--- src/xcfd_pkg.sv ---
// ----------------------------------------------------------------------------
// xcfd_pkg
// Shared types and constants for the XOR-checked frame deframer.
// ----------------------------------------------------------------------------
package xcfd_pkg;

  localparam logic [7:0] HDR_BYTE = 8'h4A;

  typedef enum logic [1:0] {
    KIND_DATA = 2'd0,
    KIND_GOOD = 2'd1,
    KIND_BAD  = 2'd2
  } kind_t;

  typedef struct packed {
    kind_t       kind;
    logic [7:0]  data;
    logic [15:0] function_code;
    logic [15:0] frame_length;
    logic [15:0] byte_index;
  } result_t;

endpackage

--- src/xor_checked_frame_deframer.sv ---
// ----------------------------------------------------------------------------
// xor_checked_frame_deframer
// Byte-serial deframer: header 0x4A, 16-bit code, 16-bit length, payload,
// XOR checksum seeded with 0x4A. Emits payload bytes and a frame verdict.
// ----------------------------------------------------------------------------
// Path: a byte transfer lands in the input register, and the parser feeds its
// result into the result register once the skid entry is free.
// Throughput: one byte per cycle while the skid entry is empty; the result
// register plus skid entry keep input transfers going while one result waits.
// Reset: synchronous, active low; hunts for a header, no results pending.
module xor_checked_frame_deframer (
  input  logic        clk,
  input  logic        rst_n,
  input  logic        in_valid,
  output logic        in_stall,
  input  logic [7:0]  in_rx_byte,
  output logic        out_valid,
  input  logic        out_stall,
  output logic [1:0]  out_kind,
  output logic [7:0]  out_data,
  output logic [15:0] out_function_code,
  output logic [15:0] out_frame_length,
  output logic [15:0] out_byte_index
);
  import xcfd_pkg::*;

  logic       byte_vld_r, byte_vld_nxt;
  logic [7:0] byte_r, byte_nxt;
  logic       in_take;
  logic       fire;
  logic       skid_full;
  logic       res_vld;
  result_t    res;
  result_t    out_res;

  assign in_stall     = byte_vld_r && skid_full;
  assign in_take      = in_valid && !in_stall;
  assign fire         = byte_vld_r && !skid_full;
  assign byte_vld_nxt = in_take || (byte_vld_r && skid_full);
  assign byte_nxt     = in_take ? in_rx_byte : byte_r;

  always_ff @(posedge clk) begin
    if (!rst_n) begin
      byte_vld_r <= 1'b0;
    end else begin
      byte_vld_r <= byte_vld_nxt;
    end
    byte_r <= byte_nxt;
  end

  xcfd_parser u_parser (
    .clk     (clk),
    .rst_n   (rst_n),
    .fire    (fire),
    .rx_byte (byte_r),
    .res_vld (res_vld),
    .res     (res)
  );

  xcfd_out_stage u_out (
    .clk       (clk),
    .rst_n     (rst_n),
    .push      (res_vld),
    .push_res  (res),
    .full      (skid_full),
    .out_vld   (out_valid),
    .out_stall (out_stall),
    .out_res   (out_res)
  );

  assign out_kind          = out_res.kind;
  assign out_data          = out_res.data;
  assign out_function_code = out_res.function_code;
  assign out_frame_length  = out_res.frame_length;
  assign out_byte_index    = out_res.byte_index;

  a_skid_needs_main: assert property (@(posedge clk) disable iff (!rst_n)
    skid_full |-> out_valid)
    else $error("skid entry occupied while result register empty");

  a_index_in_frame: assert property (@(posedge clk) disable iff (!rst_n)
    (out_valid && out_kind == KIND_DATA) |-> (out_byte_index < out_frame_length))
    else $error("payload index beyond declared length");

  a_verdict_index: assert property (@(posedge clk) disable iff (!rst_n)
    (out_valid && (out_kind == KIND_GOOD || out_kind == KIND_BAD))
      |-> (out_byte_index == 16'd0))
    else $error("frame verdict with nonzero index");

  a_no_push_when_full: assert property (@(posedge clk) disable iff (!rst_n)
    skid_full |-> !res_vld)
    else $error("result produced while output stage full");

endmodule

--- src/xcfd_parser.sv ---
// ----------------------------------------------------------------------------
// xcfd_parser
// Frame state machine: header hunt, code/length capture, payload indexing
// and running XOR checksum. One byte per fire.
// ----------------------------------------------------------------------------
module xcfd_parser (
  input  logic              clk,
  input  logic              rst_n,
  input  logic              fire,
  input  logic [7:0]        rx_byte,
  output logic              res_vld,
  output xcfd_pkg::result_t res
);
  import xcfd_pkg::*;

  typedef enum logic [6:0] {
    PH_WAIT    = 7'b0000001,
    PH_CODE_HI = 7'b0000010,
    PH_CODE_LO = 7'b0000100,
    PH_LEN_HI  = 7'b0001000,
    PH_LEN_LO  = 7'b0010000,
    PH_DATA    = 7'b0100000,
    PH_CHECK   = 7'b1000000
  } phase_t;

  phase_t      phase_r, phase_nxt;
  logic [15:0] code_r, code_nxt;
  logic [15:0] len_r, len_nxt;
  logic [15:0] cnt_r, cnt_nxt;
  logic [7:0]  xor_r, xor_nxt;
  logic [15:0] cnt_inc;
  logic [15:0] len_full;

  assign cnt_inc  = cnt_r + 16'd1;
  assign len_full = {len_r[15:8], rx_byte};

  always_comb begin
    phase_nxt = phase_r;
    code_nxt  = code_r;
    len_nxt   = len_r;
    cnt_nxt   = cnt_r;
    xor_nxt   = xor_r;
    res_vld   = 1'b0;
    res.kind          = KIND_DATA;
    res.data          = rx_byte;
    res.function_code = code_r;
    res.frame_length  = len_r;
    res.byte_index    = cnt_r;
    if (fire) begin
      unique case (phase_r)
        PH_WAIT: begin
          if (rx_byte == HDR_BYTE) begin
            code_nxt  = '0;
            len_nxt   = '0;
            cnt_nxt   = '0;
            xor_nxt   = HDR_BYTE;
            phase_nxt = PH_CODE_HI;
          end
        end
        PH_CODE_HI: begin
          code_nxt  = {rx_byte, 8'h00};
          xor_nxt   = xor_r ^ rx_byte;
          phase_nxt = PH_CODE_LO;
        end
        PH_CODE_LO: begin
          code_nxt  = {code_r[15:8], rx_byte};
          xor_nxt   = xor_r ^ rx_byte;
          phase_nxt = PH_LEN_HI;
        end
        PH_LEN_HI: begin
          len_nxt   = {rx_byte, 8'h00};
          xor_nxt   = xor_r ^ rx_byte;
          phase_nxt = PH_LEN_LO;
        end
        PH_LEN_LO: begin
          len_nxt   = len_full;
          xor_nxt   = xor_r ^ rx_byte;
          phase_nxt = (len_full == 16'd0) ? PH_CHECK : PH_DATA;
        end
        PH_DATA: begin
          res_vld = 1'b1;
          xor_nxt = xor_r ^ rx_byte;
          cnt_nxt = cnt_inc;
          if (cnt_inc >= len_r) begin
            phase_nxt = PH_CHECK;
          end
        end
        PH_CHECK: begin
          res_vld        = 1'b1;
          res.kind       = (xor_r == rx_byte) ? KIND_GOOD : KIND_BAD;
          res.byte_index = '0;
          phase_nxt      = PH_WAIT;
        end
        default: begin
          phase_nxt = PH_WAIT;
        end
      endcase
    end
  end

  always_ff @(posedge clk) begin
    if (!rst_n) begin
      phase_r <= PH_WAIT;
      code_r  <= '0;
      len_r   <= '0;
      cnt_r   <= '0;
      xor_r   <= HDR_BYTE;
    end else begin
      phase_r <= phase_nxt;
      code_r  <= code_nxt;
      len_r   <= len_nxt;
      cnt_r   <= cnt_nxt;
      xor_r   <= xor_nxt;
    end
  end

endmodule

--- src/xcfd_out_stage.sv ---
// ----------------------------------------------------------------------------
// xcfd_out_stage
// Result register with a skid entry; takes a result every cycle while the
// skid entry is empty.
// ----------------------------------------------------------------------------
module xcfd_out_stage (
  input  logic              clk,
  input  logic              rst_n,
  input  logic              push,
  input  xcfd_pkg::result_t push_res,
  output logic              full,
  output logic              out_vld,
  input  logic              out_stall,
  output xcfd_pkg::result_t out_res
);
  import xcfd_pkg::*;

  logic    main_vld_r, main_vld_nxt;
  logic    skid_vld_r, skid_vld_nxt;
  result_t main_r, main_nxt;
  result_t skid_r, skid_nxt;
  logic    take;

  assign take    = main_vld_r && !out_stall;
  assign full    = skid_vld_r;
  assign out_vld = main_vld_r;
  assign out_res = main_r;

  always_comb begin
    main_vld_nxt = main_vld_r;
    skid_vld_nxt = skid_vld_r;
    main_nxt     = main_r;
    skid_nxt     = skid_r;
    if (skid_vld_r) begin
      if (take) begin
        main_nxt     = skid_r;
        skid_vld_nxt = 1'b0;
      end
    end else if (push) begin
      if (!main_vld_r || take) begin
        main_nxt     = push_res;
        main_vld_nxt = 1'b1;
      end else begin
        skid_nxt     = push_res;
        skid_vld_nxt = 1'b1;
      end
    end else if (take) begin
      main_vld_nxt = 1'b0;
    end
  end

  always_ff @(posedge clk) begin
    if (!rst_n) begin
      main_vld_r <= 1'b0;
      skid_vld_r <= 1'b0;
    end else begin
      main_vld_r <= main_vld_nxt;
      skid_vld_r <= skid_vld_nxt;
    end
    main_r <= main_nxt;
    skid_r <= skid_nxt;
  end

endmodule
--- config.mk ---
export PLATFORM = sky130hd
export DESIGN_NAME = xor_checked_frame_deframer
export DESIGN_NICKNAME = d
export VERILOG_FILES = /design/src/xcfd_pkg.sv /design/src/xor_checked_frame_deframer.sv /design/src/xcfd_parser.sv /design/src/xcfd_out_stage.sv
export SDC_FILE = /design/constraint.sdc
export NUM_CORES = 1
export LEC_CHECK = 0
export ABC_AREA = 1
export ABC_CLOCK_PERIOD_IN_PS = 6900
export BUFFER_PORTS_ARGS = -buffer_cell sky130_fd_sc_hd__buf_2
export CORE_ASPECT_RATIO = 2
export CORE_MARGIN = 2
export CORE_UTILIZATION = 60
export CTS_BUF_LIST = sky130_fd_sc_hd__clkbuf_2 sky130_fd_sc_hd__clkbuf_4 sky130_fd_sc_hd__clkbuf_8
export DETAILED_ROUTE_END_ITERATION = 12
export PLACE_DENSITY = 0.8
export SLEW_MARGIN = 30
export SYNTH_ARGS = -nofsm -noshare
export SYNTH_HDL_FRONTEND = slang
export SYNTH_SLANG_ARGS = --single-unit
--- constraint.sdc ---
create_clock -name clk -period 6.9 [get_ports clk]
set_clock_uncertainty 0.15 [all_clocks]
set_input_delay 0.69 -clock clk [delete_from_list [all_inputs] [get_ports clk]]
set_output_delay 0.69 -clock clk [all_outputs]
set_load 0.005 [all_outputs]
==> flow_summary_export.csv, run 1 <==
group,metric,value,unit
clock_network,clkTransAtPathRegs,0.10,ns
clock_network,cts-root-buf,"clkbuf_8",
place,hpwl,11500,um
synth,synthTopCellsByArea,"edfxtp_1, dfxtp_1, nand2_1",
power_and_ir_drop,power_density,223,nW/um2
die,dieArea,14400,um2
timing,post-route-min-period,2.99,ns
synth,synth-async-reset-ratio,0,
synth,ys_ff_latch,190,
timing,slew_headroom,0.441,
route,drt_pre_antenna_iters,11,
critical_path,r2r-end,"u_parser.phase_r[6]",
critical_path,cp_cell_sequence,"inv_1 -> nor2_1 -> nand3_1 -> inv_1 -> nand3_1 -> and2_1 -> ha_1 -> nand2_1 -> inv_1 -> nand3_1 -> a21oi_1 -> nor2_1 -> nand2_1 -> nand2_2 -> nand2_1 -> a21oi_1",
synth,syn_area,8040,um2
clock_network,cts_tree,"done",
critical_path,cp-start-kind,"flip-flop",
power_and_ir_drop,ir_drop,0.000164,V
route,initialDrtViolationCount,380,
critical_path,cpPeakStageDelay,0.40,ns
global_routing,grt_pass1_vias,5797,
cells_and_area,syn2layout_area_growth,10.5,%
timing,rsz0062_at_grt,"false",
die,io_pins,72,
critical_path,cpLargestDelayFamily,"simple AND/OR/NAND/NOR gates",
power_and_ir_drop,leakagePower,3.60,nW
timing,fmax,0.334,GHz
route,vias_per_cell,5.48,
synth,syn_inst,843,
timing,fin_crit_sh,0.433,
critical_path,reg2reg_from,"u_parser.cnt_r[0]",
clock_network,cts.htree.levels,4,
clock_network,cts_num_sinks,190,
clock_network,clk_latency,0.45,ns
clock_network,holdBufCountCts,0,
hold_path,hold_path.class,"in2reg",
die,num_rows,59,
die,core,13100,um2
hold_path,hp-start,"in_rx_byte[0]",
critical_path,crit_path_max_fanout,7,
route,wirelength,16800,um
timing,drv_slew,0,
route,wl_per_cell,15.6,um
route,ant_nets,0,
synth,synth_top_area_frac,0.463,
global_routing,overflow,0,
timing,tightest_slew,0.837,ns
die,die_h,168,um
critical_path,worst-path-stages,16,
global_routing,grtUsageTotal,0.246,
place,port_buffers,71,
critical_path,critPathArrivalTime,3.14,ns
timing,setup_tns,0,ns
die,die_x,85.9,um
place,place.gp.congestion,0.875,
synth,ys_types,29,
run,maxCapViolCount,0,
outcome,status,"finished with violations",
outcome,violations,"DRC",
route,drc,4,
critical_path,crit_path_end_kind,"flip-flop",
clock_network,clk_path_buf_depth,2,
cells_and_area,fin_util,0.680,
global_routing,grt_pass1_wl,27400,um
cells_and_area,diodes,0,
synth,synth_ff_type,"edfxtp_1",
synth,synth_edf_count,124,
critical_path,path_class,"reg2reg",
global_routing,antenna_found_initial,0,
cells_and_area,drive_gt1_frac,0.143,
clock_network,post_cts_resize_count,0,
synth,syn_area_per_cell,9.54,um2
critical_path,reg2regPathDepth,16,
synth,yosysWarningCount,0,
die,start_util,0.615,
route,vias,5873,
critical_path,crit_buf_inv,3,
critical_path,reg2reg_slack,3.91,ns
hold_path,whs_path_depth,1,
critical_path,crit_slowest_cell,"dfxtp_1",
timing,setup_viol,0,
critical_path,crit_required,7.05,ns
synth,seq_area_frac_synth,0.627,
cells_and_area,fin_nets,936,
synth,synth_top_area_cell,"edfxtp_1",
hold_path,hold_end,"byte_r[0]",
synth,synth_nets,872,
cells_and_area,fill_cells,993,
global_routing,grt_max_degree,85,
timing,hold_violations,0,
clock_network,cts_setup_buffers,0,
clock_network,numCtsBuffers,17,
-- per-stage QoR --
stage	cells	total power, mW	area [um2]	worst slack [ns]	hold slack [ns]
2_1_floorplan	843	1.25	8040	1.32	0.258
3_3_place_gp	1040	1.27	8480	4.04	0.262
3_5_place_dp	1040	1.27	8480	3.93	0.272
4_1_cts	1072	1.98	8880	3.92	0.232
5_1_grt	1072	2.03	8880	3.63	0.230
6_report	1072	1.98	8880	3.91	0.252
-- kinds of logic (layout without fill, tap and decap cells) --
family | count (synthesis) | after routing | synth area share
buffers and inverters | 111 | 188 | 0.0552
AND/OR/NAND/NOR | 393 | 393 | 0.200
flip-flops | 190 | 190 | 0.627
AO/OA/AOI/OAI | 117 | 117 | 0.0747
XOR/XNOR | 15 | 15 | 0.0163
adder cells (fa/ha/maj) | 17 | 17 | 0.0265
-- worst max path at each step --
stage | start | to | slack, ns
4_1_cts | u_out.full | u_out.skid_r[0] | 3.92
5_1_grt | u_parser.cnt_r[0] | u_parser.phase_r[2] | 3.63
3_3_place_gp | u_out.full | u_out.skid_r[1] | 4.04
6_report | u_parser.cnt_r[0] | u_parser.phase_r[6] | 3.91
2_1_floorplan | out_stall | u_out.out_res[0] | 1.32
3_5_place_dp | u_out.full | u_out.skid_r[1] | 3.93
-- power breakdown --
part | switching (mW) | leakage (nW) | internal (mW)
clock | 0.384 | 0.210 | 0.349
sequential | 0.0134 | 1.69 | 1.20
combinational | 0.0187 | 1.70 | 0.00743
total | 0.417 | 3.60 | 1.56
-- per-layer routing --
layer	track usage	wire length [um]
met5	0	0
met1	0.262	6120
met2	0.454	9230
met3	0.0330	655
met4	0.135	767
-- sequential cells by signal, indices dropped and copies added (netlist names), 7 cells and up --
name / cells
u_parser.xor_r: 8
u_parser.phase_r: 7
byte_r: 8
u_parser.code_r: 16
u_out.out_res: 58
u_parser.cnt_r: 16
u_out.skid_r: 58
u_parser.len_r: 16
-- cell usage after synthesis (5+ instances only) --
master and number:
o21ai_0 41, nand4_1 6, nor2_1 60, clkbuf_1 16, inv_2 10, a21oi_1 69
edfxtp_1 124, inv_1 72, buf_2 7, xor2_1 15, ha_1 17, dfxtp_1 66
nand3_1 40, nand2_1 265, and2_1 5
-- layout make-up --
| cell class | count | area (um2) | area share |
|---|---|---|---|
| Clock buffer | 21 | 270 | 0.0304 |
| Tap cell | 152 | 190 | 0.0214 |
| Clock inverter | 11 | 129 | 0.0145 |
| Timing Repair Buffer | 74 | 378 | 0.0425 |
| Inverter | 82 | 308 | 0.0346 |
| Sequential cell | 190 | 5050 | 0.568 |
| Multi-Input combinational cell | 542 | 2560 | 0.288 |
-- layout by cell type, fill, tap and decap left out, types with 17 or more instances in the layout --
cell type / Yosys / layout
nand2_1: 265 / 265
edfxtp_1: 124 / 124
inv_1: 72 / 71
buf_2: 7 / 71
a21oi_1: 69 / 69
dfxtp_1: 66 / 65
nor2_1: 60 / 60
nand3_1: 40 / 40
o21ai_0: 41 / 40
clkbuf_8: 0 / 18
ha_1: 17 / 17
No activity file was read; power rests on OpenSTA's default activity.
==> inputs of run 2 (changes only) <==
- ABC_CLOCK_PERIOD_IN_PS: 6900 -> 2450
- CORE_UTILIZATION: 60 -> 56
- PLACE_DENSITY: 0.8 -> 0.79
- clock period: 6.9 -> 2.45 ns (I/O delays scaled with it)
==> run 2 against run 1 <==
Against the previous run: the flow finishes with violations (setup timing); via count is 4.7% higher; clock power grew to 2.9 times the previous value; final cell count increased by 9.2%; fmax increased by 17%; setup slack worse by 4.0 ns; power rose to 2.8 times the previous value; largest power group unchanged.
==> flow_summary_export.csv, run 2 (synthesis gave the netlist of run 1 again) <==
group,metric,value,unit
outcome,status,"finished with violations",
outcome,violations,"setup timing",
critical_path,cp_cell_sequence,"ha_4 -> nand3_4 -> inv_4 -> buf_6 -> nand3_4 -> xor2_2 -> ha_1 -> nand2_1 -> inv_2 -> nand2_2 -> nor2_2 -> nor2_1 -> nand2_1 -> nand2_2 -> nand2_4 -> nand2_4 -> nand2_1 -> a21oi_1",
power_and_ir_drop,power_density,577,nW/um2
route,vias,6150,
timing,hold_violations,0,
power_and_ir_drop,ir_drop,0.000540,V
route,ant_nets,0,
cells_and_area,fin_nets,995,
global_routing,overflow,0,
critical_path,crit_buf_inv,3,
place,hpwl,11800,um
die,io_pins,72,
hold_path,hold_path.class,"in2reg",
critical_path,startpoint,"u_parser.cnt_r[1]",
cells_and_area,fill_cells,1063,
place,port_buffers,71,
critical_path,cpLargestDelayFamily,"simple AND/OR/NAND/NOR gates",
cells_and_area,diodes,0,
timing,rsz0062_at_grt,"true",
global_routing,grt_pass1_vias,5752,
timing,post-route-min-period,2.56,ns
die,dieArea,15400,um2
die,die_h,173,um
cells_and_area,fin_util,0.686,
critical_path,cp-start-kind,"flip-flop",
die,num_rows,62,
critical_path,cpPeakStageDelay,0.40,ns
route,drt_pre_antenna_iters,5,
route,wirelength,17900,um
die,core,14200,um2
global_routing,grt_max_degree,59,
clock_network,clk_path_buf_depth,2,
power_and_ir_drop,finalPower,5.61,mW
route,initialDrtViolationCount,537,
route,wl_per_cell,15.3,um
critical_path,cpMostUsedCell,"nand2_1",
critical_path,crit_path_max_fanout,7,
die,start_util,0.566,
critical_path,crit_slowest_cell,"dfxtp_4",
timing,slew_headroom,0.391,
clock_network,cts_num_sinks,190,
critical_path,crit_path_end_kind,"flip-flop",
clock_network,numCtsBuffers,17,
timing,fmax,0.390,GHz
critical_path,critPathArrivalTime,2.75,ns
critical_path,crit_required,2.63,ns
route,vias_per_cell,5.25,
power_and_ir_drop,leakagePower,3.96,nW
global_routing,antenna_found_initial,0,
die,die_x,88.7,um
hold_path,hp-start,"rst_n",
place,place.gp.congestion,0.912,
clock_network,cts_tree,"done",
critical_path,path_class,"reg2reg",
timing,timing.final.ws_setup,-0.115,ns
cells_and_area,final_common_cell,"nand2_1",
clock_network,clk_latency,0.48,ns
timing,drv_slew,0,
place,dp.cells,1122,
clock_network,cts-root-buf,"clkbuf_8",
cells_and_area,drive_gt1_frac,0.243,
clock_network,cts.htree.levels,4,
timing,tightest_slew,0.913,ns
critical_path,reg2reg_from,"u_parser.cnt_r[1]",
global_routing,grtUsageTotal,0.237,
cells_and_area,finalNonFillerCells,1171,
timing,setup_tns,-0.744,ns
global_routing,grt_pass1_wl,28000,um
run,maxCapViolCount,0,
cells_and_area,syn2layout_area_growth,21.1,%
timing,fin_crit_sh,1.05,
clock_network,clkTransAtPathRegs,0.11,ns
timing,setup_viol,7,
route,drc,0,
cells_and_area,mostFrequentLayoutCells,"nand2_1, edfxtp_1, buf_2",
[run 2: cell type report]
cell class	instances	area (um2)	share of cell area
clock inverter	15	196	0.0202
timing repair buffer	133	891	0.0915
inverter	82	314	0.0323
multi-input combinational	542	2790	0.287
clock buffer	17	234	0.0240
sequential	190	5060	0.520
tap	192	240	0.0247
[run 2: final timing paths]
kind	to	slack, ns	cells past startpoint
worst max-delay path	u_parser.phase_r[4]	-0.11	18
worst min register to register	u_out.skid_r[25]	0.29	0
worst max register to register	u_parser.phase_r[4]	-0.11	18
worst min-delay path	u_parser.xor_r[6]	0.02	2
[run 2: power by group]
part           internal [mW]  total, mW  leakage, nW  switching [mW]
registers               3.39       3.40         1.69          0.0138
logic                 0.0429      0.125         2.05          0.0820
clock network          0.794       2.09        0.212            1.29
total                   4.23       5.61         3.96            1.39
[run 2: what timing repair did]
item | 4_1_cts | 5_1_grt
gates resized for setup | 20 | 52
cloned | 0 | 0
buffers inserted | 2 | 5
pin swaps | 7 | 29
hold endpoints to repair | 14 | 0
hold buffers | 10 | 0
endpoints found under the setup margin | 7 | 7
[run 2: worst register-to-register path, stage by stage (launching register included)]
cell,delay [ns]
dfxtp_4,0.40
ha_4,0.15
nand3_4,0.09
inv_4,0.07
buf_6,0.10
nand3_4,0.06
xor2_2,0.17
ha_1,0.31
nand2_1,0.08
inv_2,0.09
nand2_2,0.07
nor2_2,0.12
nor2_1,0.06
nand2_1,0.10
nand2_2,0.08
nand2_4,0.10
nand2_4,0.09
nand2_1,0.09
a21oi_1,0.06
[run 2: routing by layer]
metal  vias up  global-route usage  part of all wire
li1       3021                   -                 -
met1      2869               0.308              0.41
met2       223               0.386              0.51
met3        37              0.0481             0.050
met4         0              0.0915             0.031
met5         -                   0                 0
[run 2: stage by stage]
stage          instance area (um2)  setup slack, ns  hold WS, ns
2_1_floorplan                 8060           0.0454        0.194
3_3_place_gp                  8890          -0.0825        0.262
3_5_place_dp                  8890           -0.200        0.269
4_1_cts                       9500         -0.00244     -0.00991
5_1_grt                       9730           -0.237      0.00672
6_report                      9730           -0.115       0.0190
==> inputs of run 3 (changes only) <==
- ABC_AREA: 1 -> not set
==> run 3 against run 2 <==
Against the previous run: the run still ends with setup timing left; first-iteration DRC count shrank 50%; global-route usage increased by 1.5 points; register-to-register slack worse by 0.59 ns; count of clock-buffer cells in the layout did not move; die area is 1.8% higher; critical path depth decreased by 6; core utilization grew 0.35 points; fmax shrank 19%; wire length increased by 6.1%; sequential share of layout area decreased by 0.92 points; via count shrank 3.6%; sequential power barely moved; critical path type unchanged; critical endpoint unchanged; largest power group unchanged.
==> flow_summary_export.csv, run 3 <==
group,metric,value,unit
outcome,status,"finished with violations",
outcome,violations,"setup timing",
route,wirelength,19000,um
clock_network,cts_num_sinks,190,
place,port_buffers,71,
cells_and_area,fin_nets,841,
global_routing,antenna_found_initial,0,
timing,holdWs,0.0367,ns
synth,ys_ff_latch,190,
critical_path,critPathArrivalTime,3.41,ns
timing,fmax,0.317,GHz
synth,synth_common_cells,"edfxtp_1, dfxtp_1, nand2_1",
critical_path,crit_path_max_fanout,7,
critical_path,cpPeakStageDelay,0.51,ns
cells_and_area,final_common_cell,"edfxtp_1",
run,maxCapViolCount,0,
timing,slew_headroom,0.547,
synth,synth_ff_type,"edfxtp_1",
synth,yosysWarningCount,0,
place,place.gp.congestion,0.926,
route,ant_nets,0,
synth,synth_nets,702,
critical_path,cpMostUsedCell,"nand4_1",
global_routing,grt_max_degree,47,
synth,syn_area,8190,um2
clock_network,clkTransAtPathRegs,0.10,ns
timing,post-route-min-period,3.15,ns
synth,synth_edf_count,124,
synth,syn_inst,673,
clock_network,cts-root-buf,"clkbuf_8",
global_routing,overflow,0,
synth,synth_top_family_by_area,"simple AND/OR/NAND/NOR gates",
timing,setup_viol,7,
clock_network,cts_tree,"done",
clock_network,cts.htree.levels,4,
cells_and_area,diodes,0,
synth,yosys.area_share.simple,0.130,
power_and_ir_drop,ir_drop,0.000431,V
hold_path,hold_path.class,"in2reg",
power_and_ir_drop,leakagePower,3.61,nW
place,detailedPlace.worstSlack,-0.714,ns
synth,syn_area_per_cell,12.2,um2
cells_and_area,drive_gt1_frac,0.307,
route,initialDrtViolationCount,268,
critical_path,crit_slowest_cell,"or4b_4",
timing,rsz0062_at_grt,"true",
timing,fin_crit_sh,1.29,
cells_and_area,mostFrequentLayoutCells,"edfxtp_1, buf_4, buf_2",
global_routing,grt_pass1_wl,29600,um
synth,synthTopCellsByArea,"edfxtp_1, dfxtp_1, mux2_2",
critical_path,cp_cell_sequence,"ha_4 -> and4_4 -> nand4_1 -> buf_6 -> nor3b_2 -> xor2_1 -> ha_1 -> nand4_1 -> nor3_2 -> or4b_4 -> a31oi_4 -> mux2i_1",
critical_path,crit_path_end_kind,"flip-flop",
die,num_rows,62,
clock_network,clk_latency,0.48,ns
timing,tightest_slew,0.679,ns
timing,drv_slew,0,
timing,hold_violations,0,
route,wl_per_cell,18.7,um
critical_path,cp-start-kind,"flip-flop",
die,start_util,0.571,
global_routing,grt_pass1_vias,6121,
critical_path,path_class,"reg2reg",
place,hpwl,13500,um
synth,seq_area_frac_synth,0.616,
die,core,14400,um2
synth,synth_top_area_frac,0.455,
clock_network,numCtsBuffers,17,
route,vias,5927,
synth,synthXorXnorAreaFrac,0.0225,
route,drc,0,
synth,ys_types,63,
die,die_x,89.5,um
cells_and_area,syn2layout_area_growth,20.7,%
route,drt_pre_antenna_iters,5,
synth,synth_compound_area_frac,0.124,
synth,synthMuxAreaShare,0.0435,
power_and_ir_drop,power_density,559,nW/um2
synth,yosysMostFrequentCell,"edfxtp_1",
die,dieArea,15700,um2
die,die_h,175,um
synth,synth-async-reset-ratio,0,
synth,synth_fa_ha_area_frac,0.0260,
timing,timing.final.ws_setup,-0.704,ns
die,io_pins,72,
critical_path,crit_required,2.71,ns
synth,synth_top_area_cell,"edfxtp_1",
global_routing,grtUsageTotal,0.252,
route,vias_per_cell,5.83,
clock_network,clk_path_buf_depth,2,
run 3: cell types whose count changed after synthesis, sizes merged, moves of 10 or more:
cell    before  now
nand2      268   60
nand3       41   19
inv         82   33
mux2         0   29
a21oi       69   27
xnor2        0   11
nor2        65   20
a32o         0   19
o21a         0   14
o211ai       0   10
clkbuf      16   31
and2         5   18
nor3         4   16
run 3: cell families after synthesis:
group,after synthesis
muxes,32
AOI/OAI and AO/OA,143
buffers and inverters,76
DFF,190
and+or+nand+nor,194
xor gates and xnor gates,21
adders and majority gates,17
run 3: worst paths after layout:
kind | from | to | slack, ns | cells past startpoint
max | u_parser.cnt_r[1] | u_parser.phase_r[4] | -0.70 | 12
min | out_stall | u_out.out_vld | 0.04 | 3
max reg2reg | u_parser.cnt_r[1] | u_parser.phase_r[4] | -0.70 | 12
min reg2reg | u_parser.code_r[13] | u_out.skid_r[45] | 0.29 | 0
run 3: area by class of cell:
cell class / instances / area [um2]
Sequential cell: 190 / 5050
Fill cell: 1004 / 4460
Multi-Input combinational cell: 407 / 2950
Timing Repair Buffer: 163 / 1130
Tap cell: 192 / 240
Clock buffer: 17 / 234
Clock inverter: 15 / 153
Inverter: 33 / 128
run 3: per-stage QoR:
| stage | cells | utilization | power (mW) | TNS [ns] | cell area, um2 |
|---|---|---|---|---|---|
| after floorplan | 673 | - | 3.52 | -61.24 | 8290 |
| after global placement | 965 | 0.646 | 3.57 | -4.07 | 9270 |
| after detailed placement | 965 | 0.646 | 3.57 | -4.77 | 9270 |
| after CTS | 1014 | 0.684 | 5.55 | -4.65 | 9820 |
| after global routing | 1017 | 0.689 | 5.67 | -5.84 | 9890 |
| final | 1017 | 0.689 | 5.53 | -4.66 | 9890 |
run 3: power breakdown:
part	switching (mW)	total (mW)	internal, mW	leakage, nW
clock	1.17	2.01	0.840	0.196
sequential	0.00953	3.39	3.38	1.63
combinational	0.0786	0.126	0.0478	1.78
total	1.26	5.53	4.27	3.61
run 3: critical path, delay by kind of cell (launching register included):
family	cells	cell delay, ns
adder cells (fa/ha/maj)	2	0.43
AO/OA/AOI/OAI	1	0.30
buffers and inverters	1	0.16
flip-flops	1	0.38
AND/OR/NAND/NOR	6	1.32
XOR/XNOR	1	0.11
multiplexers	1	0.23
run 3: timing repair:
item	4_1_cts	5_1_grt
endpoints found under the hold margin	13	0
pin swaps	3	3
cloned	0	1
buffers inserted	7	2
endpoints found under the setup margin	7	118
hold buffers	10	0
resized for setup	3	6
run 3: metal layers:
layer  vias up  wire (um)  GRT usage
met2       209      10600      0.451
met4         0       1080      0.155
li1       2771          -          -
met3        72        792     0.0553
met1      2875       6540      0.252
met5         -          0          0
